## config.mk

```make
export PLATFORM = sky130hd
export DESIGN_NAME = mtsu_ram
export DESIGN_NICKNAME = d
export VERILOG_FILES = /design/src/rtl/core/mtsu_ram.sv
export SDC_FILE = /design/constraint.sdc
export NUM_CORES = 2
export LEC_CHECK = 0
export ABC_CLOCK_PERIOD_IN_PS = 3010
export BUFFER_PORTS_ARGS = -buffer_cell sky130_fd_sc_hd__buf_2
export CORE_MARGIN = 2
export CORE_UTILIZATION = 30
export CTS_BUF_LIST = sky130_fd_sc_hd__clkbuf_4 sky130_fd_sc_hd__clkbuf_8
export CTS_CLUSTER_SIZE = 30
export DETAILED_ROUTE_END_ITERATION = 7
export GPL_ROUTABILITY_DRIVEN = 0
export GPL_TIMING_DRIVEN = 0
export PLACE_DENSITY = 0.45
export SLEW_MARGIN = 20
export SYNTH_ARGS = -nofsm -noshare
export SYNTH_HDL_FRONTEND = slang
export SYNTH_SLANG_ARGS = --single-unit
```

## constraint.sdc

```tcl
create_clock -name clk -period 3.01 [get_ports clk]
set_input_delay 0.602 -clock clk [delete_from_list [all_inputs] [get_ports clk]]
set_output_delay 0.602 -clock clk [all_outputs]
set_load 0.01 [all_outputs]
```

## src/rtl/core/mtsu_ram.sv

```systemverilog
// Generic single-write, single-read RAM with registered read data.
// Used as the spin store; no package dependency.
`timescale 1ns / 1ps

module mtsu_ram #(
	parameter int WIDTH = 8,
	parameter int DEPTH = 256
) (
	input  logic                     clk,
	input  logic                     we,
	input  logic [$clog2(DEPTH)-1:0] waddr,
	input  logic [WIDTH-1:0]         wdata,
	input  logic [$clog2(DEPTH)-1:0] raddr,
	output logic [WIDTH-1:0]         rdata
);

	logic [WIDTH-1:0] mem_q [DEPTH];

	always_ff @(posedge clk) begin
		if (we) begin
			mem_q[waddr] <= wdata;
		end
		rdata <= mem_q[raddr];
	end

endmodule

```

======== Word level (Yosys, flattened, before mapping) ========
Memories as Yosys holds them, arrays and structs flattened. A register that Yosys moved wholly into a read port is not among the register bits.
Index checks and enable logic that the tools add are counted.
W data, S select, Z words.
word-level totals
  register bits after elaboration ......... 0
  bits in writable memories ............... 2048
  logic and storage cells ................. 3
  memories kept ........................... 1
memory list
  name   depth  width  rd ports  clocked after Yosys merged registers in  write ports  RTL line  RTL
  mem_q  256    8      1         1                                        1            17        logic [WIDTH-1:0] mem_q [DEPTH];
cells by class
  muxes and demuxes ....................... 2
operator list
  operator  number
  $mux W1   2

======== Depth between registers and ports, before layout ========
  depth after elaboration ................. 2
  mapped depth ............................ 11

======== Worst setup path after synthesis ========
OpenSTA, ideal clock, no wires.
  kind .................................... input port to flip-flop
  from .................................... input port raddr[0]
  to ...................................... register rdata[2] (read register of mem_q)
  library setup time ...................... 0.131 ns
  arrival ................................. 2.409 ns
  required time ........................... 2.879 ns
  path slack .............................. 0.470 ns
  cell stages on the path ................. 9
  path buffers ............................ 4
  cells stage by stage .................... buf_6 > buf_12 > buf_8 > buf_2 > mux4_2 > a22oi_1 > a21oi_1 > nor4_1 > nor4_2
RTL lines
  element             RTL line  RTL
  start: declaration  13        input logic [$clog2(DEPTH)-1:0] raddr,
  end: declaration    14        output logic [WIDTH-1:0] rdata

======== Worst setup path in the final report ========
  from .................................... input port waddr[5]
  to ...................................... memory mem_q[228][3], enable pin
RTL lines
  element             RTL line  RTL
  start: declaration  11        input logic [$clog2(DEPTH)-1:0] waddr,
  end: declaration    17
No word-level cell before the write port.

==> results.cfg <==
[floorplanning]
fp.dieH_um = 519
start_util_pct = 30.1
boundaryPins = 34
rows = 189
dieArea_um2 = 269000
fp.dieW_um = 519
coreArea_um2 = 264000

[sta]
max_slew_margin_pct = 20.2
setup_tns_ns = -11.91
fin_ws_ns = -0.191
tightestPinTransition_ns = 1.19
slew_violations = 0
finalSetupViolations = 142
rsz0062_at_grt = yes
finalHoldViolCount = 0
max_freq_mhz = 312
skew_ns = 0.0827
period_share_pct = 106
whs_ns = 0.421
finalCriticalPeriod_ns = 3.20

[place]
dp.cells = 7337
dp_hpwl_mm = 187
portBuffers = 26

[worst_setup_path]
crit_cells = 5
r2r_cells = 6
crit_fanout = 10
reg2reg_from = mem_q[82][6]$_DFFE_PP_
rr_endpoint = rdata[6]$_DFF_P_
critPathArrivalTime_ns = 3.89
slowest_delay_ns = 0.96
end_kind = flip-flop
worst_path_max_delay_cell = nor2b_1
crit_chain = buf_2 > nor2b_1 > nand3_1 > clkbuf_2 > nor2_1
cp_top_family = simple AND/OR/NAND/NOR gates
critical_path_required_ns = 3.70
critPathBufInv = 2
crit_type = input pin to flip-flop
start_kind = input pin
rrSetupSlack_ns = 0.14

[global_routing]
grt_pass1_vias = 42300
grt_max_degree = 120
antenna_found_initial = 26
track_usage_pct = 20.3
grt_pass1_wl_mm = 372
grt_overflow = 0

[synthesis]
netlist_top_cells_count = 2048 x edfxtp_1, 454 x mux4_2, 282 x nor2_1
synth.avg_cell_area_um2 = 21.3
synth_flop_cell = edfxtp_1
synth.area.top_cells = edfxtp_1 77%, mux4_2 13%, mux2i_1 1.7%
synth_area_leader_cell = edfxtp_1
syn_area_um2 = 79600
synth_top_area_share_pct = 77.3
synth_fp_nets = 3759
synth-seq-area-share_pct = 77.5
ys_ff_latch = 2056
synth.most_common_cell = edfxtp_1
synth_edf_count = 2048
synth_warnings = 0
synth_cells = 3733
async_reset_ff_share_pct = 0
netlist-cell-type-count = 55

[final_layout]
area_delta_synth_final_pct = 16.8
nFillCells = 25000
drive_gt1_share_pct = 30.2
fin_cells = 8007
nNetsFinal = 4214

[min_path]
holdPathStages = 3
hold_class = input pin to flip-flop
holdPathEnd = mem_q[115][3]$_DFFE_PP_
hp-start = waddr[4]

[cts]
root_buffer = clkbuf_8
path_clk_slew_ns = 0.07
insertion_delay_ns = 1.10
cts_sinks = 2056
cts_tree = yes
cts_buffers = 370
htree_levels = 5
cts_buffer_depth = 4

[power]
vdd_drop_max_uv = 462
total_power_mw = 60.5
power.density_nw_per_um2 = 652
leakage_nw = 28.6

[run_status]
status = finished with violations
violations = negative setup slack

[detailed_routing]
wl_per_cell_um = 34.7
ant_nets = 0
via_per_inst = 5.27
drt_iter0_drc = 5401
drt_wl_total_mm = 278
remaining_drc_errors = 0
firstDrtPassIters = 6
dr_total_vias = 42200

[run]
drv_cap = 0
## kinds of logic after synthesis
group           synth area share, %
compound gates                 3.42
mux                            14.6
flops                          77.5
buf+inv                        1.83
simple gates                   2.63
## timing repair
item | in CTS | in global routing
resized for setup | 101 | 35
setup endpoints to repair | 203 | 121
hold endpoints to repair | 362 | 0
setup buffers | 7 | 0
hold buffers | 8 | 0
pin swaps | 2 | 0
## routing by layer
| layer | wire length (µm) | global-route usage [%] | vias to the layer above |
|---|---|---|---|
| met2 | 130000 | 32.0 | 1909 |
| met3 | 18700 | 3.75 | 499 |
| met4 | 10700 | 7.65 | 8 |
| li1 | - | - | 16700 |
| met5 | 49 | 0 | - |
| met1 | 118000 | 27.8 | 23000 |
## placed cells by master, fill, tap and decap left out, types with 13 or more instances in the layout
cell type,count
clkbuf_4,124
nor3_1,14
a21oi_1,92
mux2i_1,134
nand3_1,33
clkinv_2,38
buf_4,48
edfxtp_1,2048
o22ai_1,28
clkbuf_8,374
a211oi_1,14
buf_2,50
nand2_1,33
buf_12,15
o221ai_1,42
diode_2,13
nor2_1,246
clkinv_1,104
clkbuf_2,55
buf_16,30
a22oi_1,133
mux4_2,454
nor2_2,36
nor2b_1,30
clkbuf_1,48
buf_6,22
buf_8,21
## final cells by class
type,instances,area (µm²),area share [%]
antenna,13,32.5,0.0350
multi-input combinational,1442,16900,18.2
tap,3533,4420,4.76
clock inverter,159,880,0.947
sequential,2056,61700,66.4
buffer,230,1590,1.71
inverter,2,7.51,0.00808
timing repair buffer,86,1370,1.47
clock buffer,486,5990,6.45
## worst max-delay path by stage
stage	slack, ns	startpoint	to
5_1_grt	-0.06	waddr[0]	mem_q[89][5]$_DFFE_PP_
6_report	-0.19	waddr[5]	mem_q[228][3]$_DFFE_PP_
4_1_cts	-0.11	waddr[5]	mem_q[228][3]$_DFFE_PP_
3_5_place_dp	-2.57	raddr[2]	rdata[0]$_DFF_P_
2_1_floorplan	0.47	raddr[0]	rdata[2]$_DFF_P_
3_3_place_gp	-3.74	raddr[4]	rdata[4]$_DFF_P_
## through the flow
step | worst slack, ns | area (µm²) | utilization [%]
6_report | -0.191 | 92900 | 35.1
5_1_grt | -0.0599 | 92900 | 35.1
4_1_cts | -0.111 | 92700 | 35.1
3_5_place_dp | -2.57 | 85400 | 32.3
3_3_place_gp | -3.74 | 84100 | 31.8
2_1_floorplan | 0.470 | 79600 | -
## worst min-delay path, stage by stage
cell and delay, ns:
buf_2 0.16, nand3_1 0.29, nor2_1 0.26
## registers in the layout (all words and copies together), names as in the netlist
register	flops
mem_q	2048
rdata	8
## power breakdown
| part | leakage (nW) | internal, mW | switching [mW] |
|---|---|---|---|
| clock | 3.64 | 13.5 | 11.7 |
| combinational | 6.49 | 1.14 | 2.62 |
| sequential | 18.5 | 31.6 | 0.0166 |
| total | 28.6 | 46.2 | 14.3 |
Note: power is estimated with default switching activity, not from simulation.
